### src/rtl/assert_macros.svh
// ----------------------------------------------------------------------------
// assertion macros
// shared concurrent assertion forms for the rtl
// ----------------------------------------------------------------------------
`ifndef ASSERT_MACROS_SVH
`define ASSERT_MACROS_SVH

// same-cycle implication
`define ASSERT_IMPLIES(label, clk, rst_n, ante, cons) \
  label: assert property (@(posedge clk) disable iff (!rst_n) (ante) |-> (cons)) \
    else $error("assertion failed");

// next-cycle implication
`define ASSERT_NEXT(label, clk, rst_n, ante, cons) \
  label: assert property (@(posedge clk) disable iff (!rst_n) (ante) |=> (cons)) \
    else $error("assertion failed");

`endif

### src/rtl/sbd_pkg.sv
// ----------------------------------------------------------------------------
// sbd_pkg
// types, constants and helpers for the stereo biquad decimator
// ----------------------------------------------------------------------------
`default_nettype none

package sbd_pkg;

  localparam int DATA_W = 48;
  localparam int ACC_W = 58;
  localparam int PRD_W = 53;
  localparam int COEF_W = 32;
  localparam int PC_W = 5;
  localparam int CFG_IDX_W = 8;

  localparam logic [1:0] DECIM_LAST = 2'd2;
  localparam logic [12:0] MAX_FRAME = 13'd4096;

  typedef logic signed [DATA_W-1:0] data_t;
  typedef logic signed [ACC_W-1:0] acc_t;
  typedef logic signed [PRD_W-1:0] prd_t;
  typedef logic signed [COEF_W-1:0] coef_w_t;

  localparam data_t DATA_MAX = 48'sh7FFF_FFFF_FFFF;
  localparam data_t DATA_MIN = -48'sh7FFF_FFFF_FFFF - 48'sd1;
  localparam logic signed [15:0] PCM_MAX = 16'sh7FFF;
  localparam logic signed [15:0] PCM_MIN = -16'sh7FFF - 16'sd1;

  // register indexes
  localparam logic [CFG_IDX_W-1:0] REG_S1_B0 = 8'd0;
  localparam logic [CFG_IDX_W-1:0] REG_S1_A1 = 8'd1;
  localparam logic [CFG_IDX_W-1:0] REG_S1_A2 = 8'd2;
  localparam logic [CFG_IDX_W-1:0] REG_S2_B0 = 8'd3;
  localparam logic [CFG_IDX_W-1:0] REG_S2_A1 = 8'd4;
  localparam logic [CFG_IDX_W-1:0] REG_S2_A2 = 8'd5;
  localparam logic [CFG_IDX_W-1:0] REG_DC_POLE = 8'd6;
  localparam logic [CFG_IDX_W-1:0] REG_FRAME_LEN = 8'd7;

  // register reset values
  localparam coef_w_t RST_S1_B0 = 32'sd2184528;
  localparam coef_w_t RST_S1_A1 = -32'sd446140000;
  localparam coef_w_t RST_S1_A2 = 32'sd186445000;
  localparam coef_w_t RST_S2_B0 = 32'sd2399300;
  localparam coef_w_t RST_S2_A1 = -32'sd489978000;
  localparam coef_w_t RST_S2_A2 = 32'sd231140000;
  localparam logic [27:0] RST_DC_POLE = 28'd267093279;
  localparam logic [12:0] RST_FRAME_LEN = 13'd256;

  typedef struct packed {
    coef_w_t     s1_b0;
    coef_w_t     s1_a1;
    coef_w_t     s1_a2;
    coef_w_t     s2_b0;
    coef_w_t     s2_a1;
    coef_w_t     s2_a2;
    logic [27:0] dc_pole;
  } coef_t;

  typedef enum logic [1:0] {
    MUL_NONE,
    MUL_HI,
    MUL_LO
  } mul_op_e;

  typedef enum logic [1:0] {
    ASEL_X,
    ASEL_Y,
    ASEL_DCO
  } asel_e;

  typedef enum logic [2:0] {
    CSEL_S1_B0,
    CSEL_S1_A1,
    CSEL_S1_A2,
    CSEL_S2_B0,
    CSEL_S2_A1,
    CSEL_S2_A2,
    CSEL_DC_POLE
  } csel_e;

  typedef enum logic [2:0] {
    ALU_NONE,
    ALU_Y,
    ALU_Z0,
    ALU_Z1,
    ALU_DC
  } alu_op_e;

  typedef enum logic [1:0] {
    SEQ_NEXT,
    SEQ_SKIP,
    SEQ_EMIT,
    SEQ_END
  } seq_e;

  typedef struct packed {
    mul_op_e mul;
    asel_e   asel;
    csel_e   csel;
    alu_op_e alu;
    logic    stage;
    seq_e    seq;
  } ucode_t;

  typedef struct packed {
    logic   load;
    logic   en;
    ucode_t cw;
  } dp_ctrl_t;

  function automatic data_t sat48(acc_t v);
    data_t r;
    if (v > acc_t'(DATA_MAX)) begin
      r = DATA_MAX;
    end else if (v < acc_t'(DATA_MIN)) begin
      r = DATA_MIN;
    end else begin
      r = v[DATA_W-1:0];
    end
    return r;
  endfunction

endpackage

`default_nettype wire

### src/rtl/sbd_ucode_rom.sv
// ----------------------------------------------------------------------------
// sbd_ucode_rom
// control store: one control word per step of the per-item program
// ----------------------------------------------------------------------------
`default_nettype none

module sbd_ucode_rom (
  input  wire logic [sbd_pkg::PC_W-1:0] pc_i,
  output sbd_pkg::ucode_t               cw_o
);

  function automatic sbd_pkg::ucode_t uw(sbd_pkg::mul_op_e mul, sbd_pkg::asel_e asel,
                                         sbd_pkg::csel_e csel, sbd_pkg::alu_op_e alu,
                                         logic stage, sbd_pkg::seq_e seq);
    sbd_pkg::ucode_t w;
    w.mul = mul;
    w.asel = asel;
    w.csel = csel;
    w.alu = alu;
    w.stage = stage;
    w.seq = seq;
    return w;
  endfunction

  always_comb begin
    case (pc_i)
      // stage 1: pb = b0*x, y = pb + z0
      5'd0:  cw_o = uw(sbd_pkg::MUL_HI, sbd_pkg::ASEL_X, sbd_pkg::CSEL_S1_B0,
                       sbd_pkg::ALU_NONE, 1'b0, sbd_pkg::SEQ_NEXT);
      5'd1:  cw_o = uw(sbd_pkg::MUL_LO, sbd_pkg::ASEL_X, sbd_pkg::CSEL_S1_B0,
                       sbd_pkg::ALU_NONE, 1'b0, sbd_pkg::SEQ_NEXT);
      5'd2:  cw_o = uw(sbd_pkg::MUL_NONE, sbd_pkg::ASEL_Y, sbd_pkg::CSEL_S1_B0,
                       sbd_pkg::ALU_Y, 1'b0, sbd_pkg::SEQ_NEXT);
      // stage 1 feedback
      5'd3:  cw_o = uw(sbd_pkg::MUL_HI, sbd_pkg::ASEL_Y, sbd_pkg::CSEL_S1_A1,
                       sbd_pkg::ALU_NONE, 1'b0, sbd_pkg::SEQ_NEXT);
      5'd4:  cw_o = uw(sbd_pkg::MUL_LO, sbd_pkg::ASEL_Y, sbd_pkg::CSEL_S1_A1,
                       sbd_pkg::ALU_NONE, 1'b0, sbd_pkg::SEQ_NEXT);
      5'd5:  cw_o = uw(sbd_pkg::MUL_HI, sbd_pkg::ASEL_Y, sbd_pkg::CSEL_S1_A2,
                       sbd_pkg::ALU_Z0, 1'b0, sbd_pkg::SEQ_NEXT);
      5'd6:  cw_o = uw(sbd_pkg::MUL_LO, sbd_pkg::ASEL_Y, sbd_pkg::CSEL_S1_A2,
                       sbd_pkg::ALU_NONE, 1'b0, sbd_pkg::SEQ_NEXT);
      // stage 2
      5'd7:  cw_o = uw(sbd_pkg::MUL_HI, sbd_pkg::ASEL_Y, sbd_pkg::CSEL_S2_B0,
                       sbd_pkg::ALU_Z1, 1'b0, sbd_pkg::SEQ_NEXT);
      5'd8:  cw_o = uw(sbd_pkg::MUL_LO, sbd_pkg::ASEL_Y, sbd_pkg::CSEL_S2_B0,
                       sbd_pkg::ALU_NONE, 1'b1, sbd_pkg::SEQ_NEXT);
      5'd9:  cw_o = uw(sbd_pkg::MUL_NONE, sbd_pkg::ASEL_Y, sbd_pkg::CSEL_S2_B0,
                       sbd_pkg::ALU_Y, 1'b1, sbd_pkg::SEQ_NEXT);
      5'd10: cw_o = uw(sbd_pkg::MUL_HI, sbd_pkg::ASEL_Y, sbd_pkg::CSEL_S2_A1,
                       sbd_pkg::ALU_NONE, 1'b1, sbd_pkg::SEQ_NEXT);
      5'd11: cw_o = uw(sbd_pkg::MUL_LO, sbd_pkg::ASEL_Y, sbd_pkg::CSEL_S2_A1,
                       sbd_pkg::ALU_NONE, 1'b1, sbd_pkg::SEQ_NEXT);
      5'd12: cw_o = uw(sbd_pkg::MUL_HI, sbd_pkg::ASEL_Y, sbd_pkg::CSEL_S2_A2,
                       sbd_pkg::ALU_Z0, 1'b1, sbd_pkg::SEQ_NEXT);
      5'd13: cw_o = uw(sbd_pkg::MUL_LO, sbd_pkg::ASEL_Y, sbd_pkg::CSEL_S2_A2,
                       sbd_pkg::ALU_NONE, 1'b1, sbd_pkg::SEQ_NEXT);
      // decimation branch, dc blocker
      5'd14: cw_o = uw(sbd_pkg::MUL_HI, sbd_pkg::ASEL_DCO, sbd_pkg::CSEL_DC_POLE,
                       sbd_pkg::ALU_Z1, 1'b1, sbd_pkg::SEQ_SKIP);
      5'd15: cw_o = uw(sbd_pkg::MUL_LO, sbd_pkg::ASEL_DCO, sbd_pkg::CSEL_DC_POLE,
                       sbd_pkg::ALU_NONE, 1'b0, sbd_pkg::SEQ_NEXT);
      5'd16: cw_o = uw(sbd_pkg::MUL_NONE, sbd_pkg::ASEL_DCO, sbd_pkg::CSEL_DC_POLE,
                       sbd_pkg::ALU_DC, 1'b0, sbd_pkg::SEQ_NEXT);
      5'd17: cw_o = uw(sbd_pkg::MUL_NONE, sbd_pkg::ASEL_DCO, sbd_pkg::CSEL_DC_POLE,
                       sbd_pkg::ALU_NONE, 1'b0, sbd_pkg::SEQ_EMIT);
      default: cw_o = uw(sbd_pkg::MUL_NONE, sbd_pkg::ASEL_X, sbd_pkg::CSEL_S1_B0,
                         sbd_pkg::ALU_NONE, 1'b0, sbd_pkg::SEQ_END);
    endcase
  end

endmodule

`default_nettype wire

### config.mk
export PLATFORM = sky130hd
export DESIGN_NAME = sbd_ucode_rom
export DESIGN_NICKNAME = d
export VERILOG_FILES = /design/src/rtl/assert_macros.svh /design/src/rtl/sbd_pkg.sv /design/src/rtl/sbd_ucode_rom.sv
export SDC_FILE = /design/constraint.sdc
export NUM_CORES = 1
export LEC_CHECK = 0
export BUFFER_PORTS_ARGS = -buffer_cell sky130_fd_sc_hd__buf_2
export CAP_MARGIN = 15
export CORE_AREA = 2 2 39 41
export DETAILED_ROUTE_END_ITERATION = 16
export DIE_AREA = 0 0 41 43
export PLACE_DENSITY = 0.53
export SLEW_MARGIN = 20
export SYNTH_ARGS = -nofsm -noshare
export SYNTH_HDL_FRONTEND = slang
export SYNTH_SLANG_ARGS = --single-unit
### constraint.sdc
create_clock -name vclk -period 4.4
set_clock_uncertainty 0.2 [all_clocks]
set_input_delay 1.32 -clock vclk [all_inputs]
set_output_delay 1.32 -clock vclk [all_outputs]
set_load 0.03 [all_outputs]
Word level (Yosys, flattened, before mapping)
Memories as Yosys holds them, arrays and structs flattened.
Cells that the tools add are included.
{"block": "word_totals", "output_inout_bits": 13, "register_bits": 0, "elab_cells": 1, "mem_bits_ro": 416, "input_bits": 5, "mem_count": 1}
{"name": "(name not given)", "depth": 32, "word_bits": 13, "rd": 1, "rd_ports_with_merged_regs": 0, "wr": 0, "line_no": "sbd_ucode_rom.sv:26", "source": "case (pc_i)"}

Depth between registers and ports, before layout
An unclocked memory read counts as a cell.
{"block": "logic_depth", "ltp_word": 1, "depth_mapped": 6, "depth_no_buf": 5}

Least setup slack after synthesis
Ideal clock, no wire load.
{"block": "synth_path", "kind": "input to output", "from": "in pc_i[1] in the netlist's numbering", "to": "out cw_o[5] in the netlist's numbering", "slack_ps": 153, "t_required_ps": 2880, "stages": 4, "path_buffers": 0, "arrival_ps": 2727, "cell_sequence": "inv_1 ha_1 inv_1 nor4b_1"}
{"item": "start, declared", "line_no": "sbd_ucode_rom.sv:8", "source": "input wire logic [sbd_pkg::PC_W-1:0] pc_i,"}
{"item": "end, declared", "line_no": "sbd_ucode_rom.sv:9", "source": "output sbd_pkg::ucode_t cw_o"}

==> results_dict.tcl <==
set metrics [dict create \
    grt_pass1_wl_um 1311 \
    drc 0 \
    p_total_uw 53.28 \
    avgRoutedWirePerCell_um 9.963 \
    crit_path_max_fanout 5 \
    layout.nets 82 \
    drt-pass1-iter-count 2 \
    dp_hpwl_um 656.4 \
    syn-num-nets 66 \
    n_sequential_cell 0 \
    setup_tns_ps 0 \
    slew_headroom 0.7981 \
    hold_path_class "primary input to primary output" \
    syn_inst 52 \
    synth_cell_types 21 \
    grt_max_degree 18 \
    worst_pin_slew_ps 302.8 \
    cap_violations 0 \
    coreArea_um2 1384 \
    vias 382 \
    die_h_um 43 \
    place_inst 82 \
    path_class "primary input to primary output" \
    timing.final.hold_violations 0 \
    n_clock_buffer 0 \
    netlist_area_um2 362.8 \
    start_util 0.2622 \
    cts_hold_buf 0 \
    status "finished, final reports clean" \
    start_kind "primary input" \
    area_growth_pct 22.41 \
    synth-warning-count 0 \
    period_share 0.9100 \
    slew_viol_final 0 \
    gp_congestion 0.6856 \
    endpoint_kind "primary output" \
    crit_arrival_ps 2480 \
    yosysSeqAreaShare 0 \
    layout.cells.non_filler 82 \
    ant_nets 0 \
    pre_cts_ws_ps 421.7 \
    setup_violations 0 \
    row_count 14 \
    ir_drop_v 0.00002200 \
    p_leak_uw 0.0002421 \
    drive_gt1_frac 0.2727 \
    worst_slack_ps 395.9 \
    drtIter0Drc 2 \
    power.density_nw_per_um2 120.0 \
    layout_common_cells "buf_2 (18), ha_1 (9), inv_1 (6), nor2_1 (6), a21oi_1 (6)" \
    vias_per_cell 4.659 \
    die_x_um 41 \
    grt_pass1_vias 312 \
    cp.required_ps 2880 \
    ios 18 \
    wirelength_um 817 \
    cts_resized 0 \
    period_needed_ps 4004 \
    grt-ovfl-total 0 \
    grt_use_total 0.09690 \
    grt_antenna_before_repair 0 \
    antenna_cells 0 \
    rsz0062_at_grt "false" \
    syn_avg_cell_area_um2 6.978 \
    cts_setup_buffers 0 \
    fmax_mhz 249.7 \
    port_buffers 18 \
    final_common_cell "buf_2" \
    die_area_um2 1763 \
    register_area_um2 0 \
]
## critical path, stage by stage
cell and delay, ps:
buf_2 140, inv_1 110, ha_1 320, nor2_1 100
a211oi_1 60, nor3b_1 200, buf_2 230
## layer usage
layer,global-route usage,up-vias,wire (µm)
met5,0,-,0
met4,0,0,0
met3,0,0,53
met2,0.1656,10,375
met1,0.1392,165,388
li1,-,207,-
## stage by stage
stage	utilization	area (µm²)	hold slack, ps
3_3_place_gp	0.3210	444.2	2856
3_5_place_dp	0.3210	444.2	2865
2_1_floorplan	-	362.8	2652
5_1_grt	0.3210	444.2	2891
4_1_cts	0.3210	444.2	2866
6_report	0.3210	444.2	2865
## final timing paths
kind	start	to	slack, ps	depth (start not counted)
min	pc_i[4]	cw_o[9]	2860	3
max	pc_i[1]	cw_o[11]	400	7
## final cells by class
type / count / area, µm²
fillers: 165 / 939.7
inverters: 6 / 22.52
multi-input cells: 42 / 311.5
well taps: 16 / 20.02
repair buffers: 18 / 90.09
## Yosys cell counts, types with 2 or more instances
| master | count | share of area |
|---|---|---|
| nand2b_1 | 2 | 0.034 |
| mux2i_1 | 2 | 0.055 |
| nor2_1 | 6 | 0.062 |
| o31a_1 | 2 | 0.048 |
| ha_1 | 9 | 0.31 |
| nand2_1 | 2 | 0.021 |
| a21oi_1 | 6 | 0.083 |
| o21ai_0 | 3 | 0.041 |
| a211oi_1 | 2 | 0.041 |
| buf_2 | 2 | 0.028 |
| inv_1 | 6 | 0.062 |
## power by group
group | switching [µW] | total (µW) | internal, µW
Clock | 0 | 0 | 0
Sequential | 0 | 0 | 0
Combinational | 36.2 | 53.3 | 17.1
Total | 36.2 | 53.3 | 17.1
## logic make-up after synthesis
group | synth area share
buf+inv | 0.1414
fa+ha+maj | 0.3104
simple gates | 0.2000
xor+xnor | 0.02414
compound gates | 0.2690
mux | 0.05517
No activity file was read; power rests on OpenSTA's default activity.
