File: src/rtl/assert_macros.svh
// ----------------------------------------------------------------------------
// assertion macros
// shared concurrent assertion forms for the rtl
// ----------------------------------------------------------------------------
`ifndef ASSERT_MACROS_SVH
`define ASSERT_MACROS_SVH

// same-cycle implication
`define ASSERT_IMPLIES(label, clk, rst_n, ante, cons) \
  label: assert property (@(posedge clk) disable iff (!rst_n) (ante) |-> (cons)) \
    else $error("assertion failed");

// next-cycle implication
`define ASSERT_NEXT(label, clk, rst_n, ante, cons) \
  label: assert property (@(posedge clk) disable iff (!rst_n) (ante) |=> (cons)) \
    else $error("assertion failed");

`endif

File: src/rtl/sbd_pkg.sv
// ----------------------------------------------------------------------------
// sbd_pkg
// types, constants and helpers for the stereo biquad decimator
// ----------------------------------------------------------------------------
`default_nettype none

package sbd_pkg;

  localparam int DATA_W = 48;
  localparam int ACC_W = 58;
  localparam int PRD_W = 53;
  localparam int COEF_W = 32;
  localparam int PC_W = 5;
  localparam int CFG_IDX_W = 8;

  localparam logic [1:0] DECIM_LAST = 2'd2;
  localparam logic [12:0] MAX_FRAME = 13'd4096;

  typedef logic signed [DATA_W-1:0] data_t;
  typedef logic signed [ACC_W-1:0] acc_t;
  typedef logic signed [PRD_W-1:0] prd_t;
  typedef logic signed [COEF_W-1:0] coef_w_t;

  localparam data_t DATA_MAX = 48'sh7FFF_FFFF_FFFF;
  localparam data_t DATA_MIN = -48'sh7FFF_FFFF_FFFF - 48'sd1;
  localparam logic signed [15:0] PCM_MAX = 16'sh7FFF;
  localparam logic signed [15:0] PCM_MIN = -16'sh7FFF - 16'sd1;

  // register indexes
  localparam logic [CFG_IDX_W-1:0] REG_S1_B0 = 8'd0;
  localparam logic [CFG_IDX_W-1:0] REG_S1_A1 = 8'd1;
  localparam logic [CFG_IDX_W-1:0] REG_S1_A2 = 8'd2;
  localparam logic [CFG_IDX_W-1:0] REG_S2_B0 = 8'd3;
  localparam logic [CFG_IDX_W-1:0] REG_S2_A1 = 8'd4;
  localparam logic [CFG_IDX_W-1:0] REG_S2_A2 = 8'd5;
  localparam logic [CFG_IDX_W-1:0] REG_DC_POLE = 8'd6;
  localparam logic [CFG_IDX_W-1:0] REG_FRAME_LEN = 8'd7;

  // register reset values
  localparam coef_w_t RST_S1_B0 = 32'sd2184528;
  localparam coef_w_t RST_S1_A1 = -32'sd446140000;
  localparam coef_w_t RST_S1_A2 = 32'sd186445000;
  localparam coef_w_t RST_S2_B0 = 32'sd2399300;
  localparam coef_w_t RST_S2_A1 = -32'sd489978000;
  localparam coef_w_t RST_S2_A2 = 32'sd231140000;
  localparam logic [27:0] RST_DC_POLE = 28'd267093279;
  localparam logic [12:0] RST_FRAME_LEN = 13'd256;

  typedef struct packed {
    coef_w_t     s1_b0;
    coef_w_t     s1_a1;
    coef_w_t     s1_a2;
    coef_w_t     s2_b0;
    coef_w_t     s2_a1;
    coef_w_t     s2_a2;
    logic [27:0] dc_pole;
  } coef_t;

  typedef enum logic [1:0] {
    MUL_NONE,
    MUL_HI,
    MUL_LO
  } mul_op_e;

  typedef enum logic [1:0] {
    ASEL_X,
    ASEL_Y,
    ASEL_DCO
  } asel_e;

  typedef enum logic [2:0] {
    CSEL_S1_B0,
    CSEL_S1_A1,
    CSEL_S1_A2,
    CSEL_S2_B0,
    CSEL_S2_A1,
    CSEL_S2_A2,
    CSEL_DC_POLE
  } csel_e;

  typedef enum logic [2:0] {
    ALU_NONE,
    ALU_Y,
    ALU_Z0,
    ALU_Z1,
    ALU_DC
  } alu_op_e;

  typedef enum logic [1:0] {
    SEQ_NEXT,
    SEQ_SKIP,
    SEQ_EMIT,
    SEQ_END
  } seq_e;

  typedef struct packed {
    mul_op_e mul;
    asel_e   asel;
    csel_e   csel;
    alu_op_e alu;
    logic    stage;
    seq_e    seq;
  } ucode_t;

  typedef struct packed {
    logic   load;
    logic   en;
    ucode_t cw;
  } dp_ctrl_t;

  function automatic data_t sat48(acc_t v);
    data_t r;
    if (v > acc_t'(DATA_MAX)) begin
      r = DATA_MAX;
    end else if (v < acc_t'(DATA_MIN)) begin
      r = DATA_MIN;
    end else begin
      r = v[DATA_W-1:0];
    end
    return r;
  endfunction

endpackage

`default_nettype wire

File: src/rtl/sbd_mac.sv
// ----------------------------------------------------------------------------
// sbd_mac
// shared coefficient multiplier: floor(a * c / 2^28) in a high and a low pass
// ----------------------------------------------------------------------------
`default_nettype none

module sbd_mac (
  input  wire logic               clk_i,
  input  wire sbd_pkg::mul_op_e   op_i,
  input  wire sbd_pkg::data_t     a_i,
  input  wire sbd_pkg::coef_w_t   c_i,
  output sbd_pkg::prd_t           prd_o
);

  logic signed [32:0] mul_a;
  logic signed [64:0] prod;
  logic signed [64:0] sum;
  logic signed [63:0] p_q;
  sbd_pkg::prd_t      prd_q;

  // high pass uses a >>> 16, low pass the unsigned low 16 bits
  always_comb begin
    if (op_i == sbd_pkg::MUL_LO) begin
      mul_a = {17'd0, a_i[15:0]};
    end else begin
      mul_a = {a_i[47], a_i[47:16]};
    end
  end

  assign prod = 65'(mul_a) * 65'(c_i);
  assign sum = 65'(p_q) + (prod >>> 16);

  always_ff @(posedge clk_i) begin
    case (op_i)
      sbd_pkg::MUL_HI: p_q <= prod[63:0];
      sbd_pkg::MUL_LO: prd_q <= sum[64:12];
      default: ;
    endcase
  end

  assign prd_o = prd_q;

endmodule

`default_nettype wire

File: src/rtl/sbd_datapath.sv
// ----------------------------------------------------------------------------
// sbd_datapath
// signal registers, filter state, accumulator alu and output formatting
// ----------------------------------------------------------------------------
`default_nettype none

module sbd_datapath (
  input  wire logic               clk_i,
  input  wire logic               rst_ni,
  input  wire sbd_pkg::dp_ctrl_t  ctrl_i,
  input  wire sbd_pkg::coef_t     coef_i,
  input  wire logic signed [31:0] left_i,
  input  wire logic signed [31:0] right_i,
  output logic signed [15:0]      sample_o
);

  sbd_pkg::data_t   x_q, y_q, dci_q, dco_q, mul_a, x_in;
  sbd_pkg::data_t   z0_q [2];
  sbd_pkg::data_t   z1_q [2];
  sbd_pkg::prd_t    pb_q, prd;
  sbd_pkg::coef_w_t mul_c;
  sbd_pkg::acc_t    acc;
  sbd_pkg::mul_op_e mac_op;
  logic             st;
  logic signed [24:0] lr_sum;
  logic signed [48:0] vb;
  logic signed [24:0] s;

  assign st = ctrl_i.cw.stage;
  assign mac_op = ctrl_i.en ? ctrl_i.cw.mul : sbd_pkg::MUL_NONE;

  // mono average with one fraction bit, in 16 fraction bits
  assign lr_sum = 25'($signed(left_i[31:8])) + 25'($signed(right_i[31:8]));
  assign x_in = {{8{lr_sum[24]}}, lr_sum, 15'd0};

  always_comb begin
    case (ctrl_i.cw.asel)
      sbd_pkg::ASEL_X:   mul_a = x_q;
      sbd_pkg::ASEL_Y:   mul_a = y_q;
      sbd_pkg::ASEL_DCO: mul_a = dco_q;
      default:           mul_a = x_q;
    endcase
  end

  always_comb begin
    case (ctrl_i.cw.csel)
      sbd_pkg::CSEL_S1_B0:   mul_c = coef_i.s1_b0;
      sbd_pkg::CSEL_S1_A1:   mul_c = coef_i.s1_a1;
      sbd_pkg::CSEL_S1_A2:   mul_c = coef_i.s1_a2;
      sbd_pkg::CSEL_S2_B0:   mul_c = coef_i.s2_b0;
      sbd_pkg::CSEL_S2_A1:   mul_c = coef_i.s2_a1;
      sbd_pkg::CSEL_S2_A2:   mul_c = coef_i.s2_a2;
      sbd_pkg::CSEL_DC_POLE: mul_c = $signed({4'd0, coef_i.dc_pole});
      default:               mul_c = coef_i.s1_b0;
    endcase
  end

  sbd_mac u_mac (
    .clk_i (clk_i),
    .op_i  (mac_op),
    .a_i   (mul_a),
    .c_i   (mul_c),
    .prd_o (prd)
  );

  always_comb begin
    case (ctrl_i.cw.alu)
      sbd_pkg::ALU_Y:  acc = sbd_pkg::acc_t'(prd) + sbd_pkg::acc_t'(z0_q[st]);
      sbd_pkg::ALU_Z0: acc = (sbd_pkg::acc_t'(pb_q) <<< 1) - sbd_pkg::acc_t'(prd)
                             + sbd_pkg::acc_t'(z1_q[st]);
      sbd_pkg::ALU_Z1: acc = sbd_pkg::acc_t'(pb_q) - sbd_pkg::acc_t'(prd);
      sbd_pkg::ALU_DC: acc = sbd_pkg::acc_t'(y_q) - sbd_pkg::acc_t'(dci_q)
                             + sbd_pkg::acc_t'(prd);
      default:         acc = '0;
    endcase
  end

  always_ff @(posedge clk_i or negedge rst_ni) begin
    if (!rst_ni) begin
      z0_q[0] <= '0;
      z0_q[1] <= '0;
      z1_q[0] <= '0;
      z1_q[1] <= '0;
      dci_q <= '0;
      dco_q <= '0;
    end else if (ctrl_i.en) begin
      case (ctrl_i.cw.alu)
        sbd_pkg::ALU_Z0: z0_q[st] <= sbd_pkg::sat48(acc);
        sbd_pkg::ALU_Z1: z1_q[st] <= sbd_pkg::sat48(acc);
        sbd_pkg::ALU_DC: begin
          dci_q <= y_q;
          dco_q <= sbd_pkg::sat48(acc);
        end
        default: ;
      endcase
    end
  end

  always_ff @(posedge clk_i) begin
    if (ctrl_i.load) begin
      x_q <= x_in;
    end
    if (ctrl_i.en && ctrl_i.cw.alu == sbd_pkg::ALU_Y) begin
      pb_q <= prd;
      y_q <= sbd_pkg::sat48(acc);
    end
  end

  // truncate toward zero to integer, then floor shift by 8 and clip
  assign vb = 49'(dco_q) + (dco_q[47] ? 49'sd65535 : 49'sd0);
  assign s = vb[48:24];

  always_comb begin
    if (s > 25'(sbd_pkg::PCM_MAX)) begin
      sample_o = sbd_pkg::PCM_MAX;
    end else if (s < 25'(sbd_pkg::PCM_MIN)) begin
      sample_o = sbd_pkg::PCM_MIN;
    end else begin
      sample_o = s[15:0];
    end
  end

endmodule

`default_nettype wire

File: config.mk
export PLATFORM = sky130hd
export DESIGN_NAME = sbd_datapath
export DESIGN_NICKNAME = d
export VERILOG_FILES = /design/src/rtl/assert_macros.svh /design/src/rtl/sbd_pkg.sv /design/src/rtl/sbd_mac.sv /design/src/rtl/sbd_datapath.sv
export SDC_FILE = /design/constraint.sdc
export NUM_CORES = 2
export LEC_CHECK = 0
export ABC_AREA = 0
export BUFFER_PORTS_ARGS = -buffer_cell sky130_fd_sc_hd__buf_2
export CORE_ASPECT_RATIO = 1.5
export CORE_UTILIZATION = 61
export DETAILED_ROUTE_END_ITERATION = 8
export PLACE_DENSITY = 0.78
export REMOVE_ABC_BUFFERS = 1
export SLEW_MARGIN = 15
export SYNTH_ARGS = -nofsm -noshare
export SYNTH_HDL_FRONTEND = slang
export SYNTH_SLANG_ARGS = --single-unit
export TNS_END_PERCENT = 5
File: constraint.sdc
create_clock -name clk_i -period 14.4 [get_ports clk_i]
set_input_delay 0.72 -clock clk_i [delete_from_list [all_inputs] [get_ports clk_i]]
set_output_delay 0.72 -clock clk_i [all_outputs]
set_load 0.03 [all_outputs]
; ---- Word-level counts from Yosys, hierarchy flattened
; Index checks and enable logic that the tools add are counted.
[word_totals]
ff_bits = 531
latchBits = 0
ram_bits = 0
rom_bits = 0
in_bits = 301
out_inout_bits = 16
elab_cells = 71
mem_count = 0
[op_classes]
addsub = 9
n_mul = 1
div = 0
magnitude_cmp = 6
eq_ne = 14
n_shift = 0
mux = 24
n_bitwise = 1
n_reduce_logical = 5
[op_table]
columns = op, count
row1 = 48-bit 2-to-1 mux, 13
row2 = 58-bit case mux with 4 select lines, 1
row3 = 96-bit bitwise mux, 2
row4 = 32-bit case mux with 6 select lines, 1
row5 = 48-bit case mux with 2 select lines, 1
row6 = 64-bit by 49-bit adder with 65-bit output, 1
row7 = 33-bit by 32-bit multiplier with 65-bit output, 1
row8 = "58-bit by 48-bit > comparator with 1-bit output, second input constant", 1
row9 = "58-bit by 48-bit less-than comparator with 1-bit output, second input constant", 1
row10 = 55-bit by 48-bit adder with 56-bit output, 1
row11 = 54-bit by 53-bit subtractor with 55-bit output, 1
row12 = 49-bit by 53-bit adder with 54-bit output, 1
row13 = 53-bit by 48-bit adder with 54-bit output, 1
row14 = 53-bit by 53-bit subtractor with 54-bit output, 1
row15 = 48-bit by 17-bit adder with 49-bit output, 1
row16 = 48-bit by 48-bit subtractor with 49-bit output, 1
row17 = 48-bit demux with 1-bit select, 1
row18 = 16-bit 2-to-1 mux, 3
row19 = 33-bit 2-to-1 mux, 1
row20 = 24-bit by 24-bit adder with 25-bit output, 1
row21 = "25-bit by 16-bit > comparator with 1-bit output, second input constant", 1
row22 = "25-bit by 16-bit less-than comparator with 1-bit output, second input constant", 1
row23 = "3-bit by 2-bit == test with 1-bit output, second input constant", 4
row24 = "3-bit == test, second input constant", 4
row25 = 9 further kinds, 15

; ---- Depth between registers and ports, before layout
[depth]
word_depth = 12
mapped_depth = 52
ltp_nobuf = 50

; ---- Modules after synthesis
; Synthesis repeated with hierarchy kept, for this count alone.
[hier_totals]
cells_unflattened = 9096
hier_area_um2 = 81334.3
[modules_own_cells]
columns = mod, n_inst, cells_each, area_per_inst_um2, seq_area_each_um2
row1 = sbd_mac, 1, 4617, 43947.1, 3513.4
row2 = sbd_datapath, 1, 4479, 37387.1, 10990.5

; ---- Worst setup path before layout
; OpenSTA, ideal clock, no wires.
[synth_timing]
kind = input-to-reg
from = input port ctrl_i[13] (netlist name)
to = register u_mac.prd_q[51] (netlist: u_mac.prd_o[51]) (data pin)
setup_time_ns = 0.265
arrival_time_ns = 13.813
required_time_ns = 14.135
path_slack_ns = 0.322
path_stages = 50
n_path_buf = 3
cell_sequence = nand2_1 > or2_2 > clkbuf_1 > clkinv_1 > buf_1 > a221oi_1 > o31ai_1 > clkbuf_1 > nand2_1 > fa_1 > inv_1 > fa_1 > fa_1 > inv_1 > fa_1 > inv_1 > ha_1 > ha_1 > [... 14 more ...] > o21bai_1 > o31ai_1 > o21ai_1 > xor2_1 > ha_1 > inv_1 > o21ai_0 > a221oi_1 > o21bai_1 > a31oi_1 > o221ai_1 > nor2_1 > a211oi_1 > a2111oi_0 > o21ai_1 > nor2_1 > o21bai_1 > xor2_1
[synth_between]
elab_chain_cells = 5
[synth_lines]
columns = element, line_no
row1 = "start, declared", sbd_datapath.sv:10  ; input wire sbd_pkg::dp_ctrl_t ctrl_i,
row2 = 2-bit 2-to-1 mux, sbd_datapath.sv:30  ; assign mac_op = ctrl_i.en ? ctrl_i.cw.mul : sbd_pkg::MUL_NONE;
row3 = 2-bit == test, sbd_mac.sv:23  ; if (op_i == sbd_pkg::MUL_LO) begin
row4 = 33-bit 2-to-1 mux, sbd_mac.sv:23
row5 = 33-bit by 32-bit multiplier with 65-bit output, sbd_mac.sv:30  ; assign prod = 65'(mul_a) * 65'(c_i);
row6 = net u_mac.prod[51], sbd_mac.sv:16  ; logic signed [64:0] prod;
row7 = 64-bit by 49-bit adder with 65-bit output, sbd_mac.sv:31  ; assign sum = 65'(p_q) + (prod >>> 16);
row8 = net u_mac.sum[63], sbd_mac.sv:17  ; logic signed [64:0] sum;
row9 = "end signal, assigned", sbd_mac.sv:36  ; sbd_pkg::MUL_LO: prd_q <= sum[64:12];
row10 = "end, declared", sbd_mac.sv:19  ; sbd_pkg::prd_t prd_q;
; The timed path passes the listed nets, and every way through them passes these cells.
; A chain may end at the register's enable or synchronous reset.

; ---- Final worst setup path
[layout_timing]
from = input port ctrl_i[9] (netlist name)
to = register u_mac.prd_q[51] (netlist: u_mac.prd_o[51]) (data pin)
[layout_between]
elab_chain_cells = 5
word_cells_on_any_way = 6
cone_classes = add/sub (1) / mul (1) / eq/ne (2) / mux (2)
[layout_lines]
columns = element, line_no
row1 = 2-bit == test or 2-bit by 1-bit == test with 1-bit output (tied branches), sbd_datapath.sv:37  ; case (ctrl_i.cw.asel)
row2 = 48-bit case mux with 2 select lines *, sbd_datapath.sv:37
row3 = 33-bit 2-to-1 mux *, sbd_mac.sv:23
row4 = 33-bit by 32-bit multiplier with 65-bit output *, sbd_mac.sv:30
row5 = net u_mac.prod[49], sbd_mac.sv:16
row6 = 64-bit by 49-bit adder with 65-bit output *, sbd_mac.sv:31
row7 = net u_mac.sum[63], sbd_mac.sv:17
; The timed path passes the listed nets; every way through them passes the cells marked *.

==> flow_summary.json <==
{
  "rrSetupSlack_ns": 0.35,
  "cp_max_fo": 10,
  "fin_crit_ns": 14.29,
  "cts_sinks": 531,
  "regArea_sq_mm": 0.01450,
  "overflow": 0,
  "design.core.area_sq_mm": 0.1271,
  "multi_input_area_sq_mm": 0.05725,
  "setup_violations": 0,
  "drtAntennaViolNets": 0,
  "cts_setup_buffers": 0,
  "yosys-top-cells-count": "inv_1, fa_1, nor2_1",
  "clockBufferDepth": 3,
  "synth_edf_count": 243,
  "dr_total_vias": 67410,
  "antenna_found_initial": 17,
  "start_util_pct": 61.67,
  "clkTransAtPathRegs_ns": 0.07,
  "gp_congestion": 1.044,
  "fin_cells": 10750,
  "start_kind": "input pin",
  "finalCritPeriodShare_pct": 99.24,
  "crit_family": "compound AO/OA/AOI/OAI gates",
  "synth-main-ff-cell": "dfrtp_1",
  "status": "completed",
  "cap_violations": 0,
  "synth-seq-cells": 531,
  "drtPass1Iterations": 8,
  "reg2reg_depth": 50,
  "cts_hold_buf": 0,
  "via_per_inst": 6.274,
  "fin_skew_ns": 0.02485,
  "ys_seq_area_share_pct": 18.50,
  "synth_cell_type_count": 92,
  "finalHoldViolations": 0,
  "drt-total-wl_um": 284800,
  "yosys.area.top_type": "fa_1",
  "dieWidth_um": 294.7,
  "num_rows": 160,
  "tns_ns": 0,
  "yosys_warnings": 0,
  "cts_buffers": 47,
  "syn_avg_cell_area_sq_um": 8.960,
  "htreeDepth": 2,
  "regToRegStartpoint": "y_q[5]",
  "wl_per_cell_um": 26.50,
  "grt_max_degree": 101,
  "clk_latency_ns": 0.63,
  "cts_tree": "done",
  "crit_path_frequent_cell": "buf_4",
  "drv_slew": 0,
  "netlist_area_sq_mm": 0.07839,
  "grt_use_total_pct": 44.57,
  "grt_pass1_vias": 71620,
  "fillers": 10390,
  "io_buffers": 298,
  "pin_count": 317,
  "drive_above_1_share_pct": 9.750,
  "placed_cells": 10650,
  "min_path_type": "in2async",
  "async_flop_share_pct": 54.24,
  "drc": 0,
  "grt_pass1_wl_um": 425900,
  "fp.dieH_um": 441.1,
  "clockRootBuffer": "clkbuf_16",
  "criticalPathCategory": "in2reg",
  "syn-instance-count": 8749,
  "arrival_ns": 14.65,
  "fin_util_pct": 66.83,
  "synth.area.top_cells": "fa_1, edfxtp_1, dfrtp_1",
  "die_area_sq_mm": 0.1300,
  "cp.required_ns": 14.76,
  "rsz0062_at_grt": "no",
  "drt_iter0_drc": 5343,
  "dp_hpwl_um": 237400,
  "cts_resized": 0,
  "cp_slowest_stage_delay_ns": 1.04,
  "syn2layout_area_growth_pct": 8.374,
  "tightest_slew_ns": 1.344,
  "critPathCaptureType": "flip-flop",
  "clock.fmax_mhz": 69.98,
  "critPathBufInv": 14,
  "yosysTopAreaCellShare_pct": 30.64,
  "synth.most_common_cell": "inv_1",
  "critPathSlowestCell": "o31ai_2",
  "maxSlewHeadroom_pct": 9.880,
  "fin_nets": 11000,
  "rr_endpoint": "u_mac.prd_o[51]"
}
-- layout make-up --
cell class	instances	area share, %
inverter	1430	6.318
sequential	531	17.07
clock buffer	63	1.563
tap	1701	2.505
clock inverter	25	0.3004
multi-input combinational	6362	67.38
timing repair buffer	625	4.836
antenna	8	0.02356
-- registers in the layout, summed over array words and instances, names as in the netlist --
signal       cells
x_q             25
dco_q           48
pb_q            53
z1_q            96
u_mac.prd_o     53
y_q             48
z0_q            96
u_mac.p_q       64
dci_q           48
-- kinds of logic (layout without fill, tap and decap cells) --
| group | after synthesis | in the layout | synth area share, % |
|---|---|---|---|
| flip-flops | 531 | 531 | 18.50 |
| AO/OA/AOI/OAI | 1817 | 1817 | 15.13 |
| adder cells (fa/ha/maj) | 1704 | 1704 | 38.69 |
| buffers and inverters | 1856 | 2143 | 8.939 |
| other | 0 | 8 | 0 |
| AND/OR/NAND/NOR | 2367 | 2367 | 13.14 |
| multiplexers | 135 | 135 | 1.815 |
| XOR/XNOR | 339 | 339 | 3.787 |
-- per-layer routing --
layer | routed length (um) | part of all wire (%) | GRT usage, %
met4 | 30900 | 11 | 39.51
met2 | 135400 | 48 | 74.52
met5 | 137 | 0.048 | 0
met1 | 93540 | 33 | 48.01
met3 | 24810 | 8.7 | 8.751
-- worst max-delay path by stage --
stage                           from               to  depth (start not counted)
after floorplan           ctrl_i[13]  u_mac.prd_o[51]                         36
after global placement    ctrl_i[13]  u_mac.prd_o[51]                         54
after detailed placement  ctrl_i[13]  u_mac.prd_o[51]                         54
after CTS                 ctrl_i[13]  u_mac.prd_o[51]                         54
after global routing      ctrl_i[13]  u_mac.prd_o[51]                         55
final                      ctrl_i[9]  u_mac.prd_o[51]                         53
-- metrics by stage --
stage | setup WS (ns) | hold slack (ns) | cell area [sq um]
after floorplan | 0.1606 | 0.4244 | 76750
after global placement | 0.2397 | 0.4704 | 83340
after global routing | 0.1084 | 0.2192 | 84950
final | 0.1100 | 0.1492 | 84960
after detailed placement | 0.03886 | 0.4829 | 83340
after CTS | 0.5732 | 0.1674 | 84920
-- layout by cell type, fill, tap and decap left out, drive strengths merged, types with 49 or more instances in the layout --
cell       n
dfrtp    288
o22ai     57
a21o     198
and2      49
mux2i     78
clkbuf    63
a221oi    55
nor3      80
buf      625
a31oi     53
ha       504
o22a     104
mux2      57
edfxtp   243
nand2    828
xnor2    215
nor2     913
xor2     124
o21a      53
a21oi    554
nand4     94
nand2b    98
o21ai    351
inv     1433
o21bai    71
fa      1200
nand3     95
Power is not shown: default switching activity piles up to over one toggle a cycle in this logic, so the estimate is an artifact.
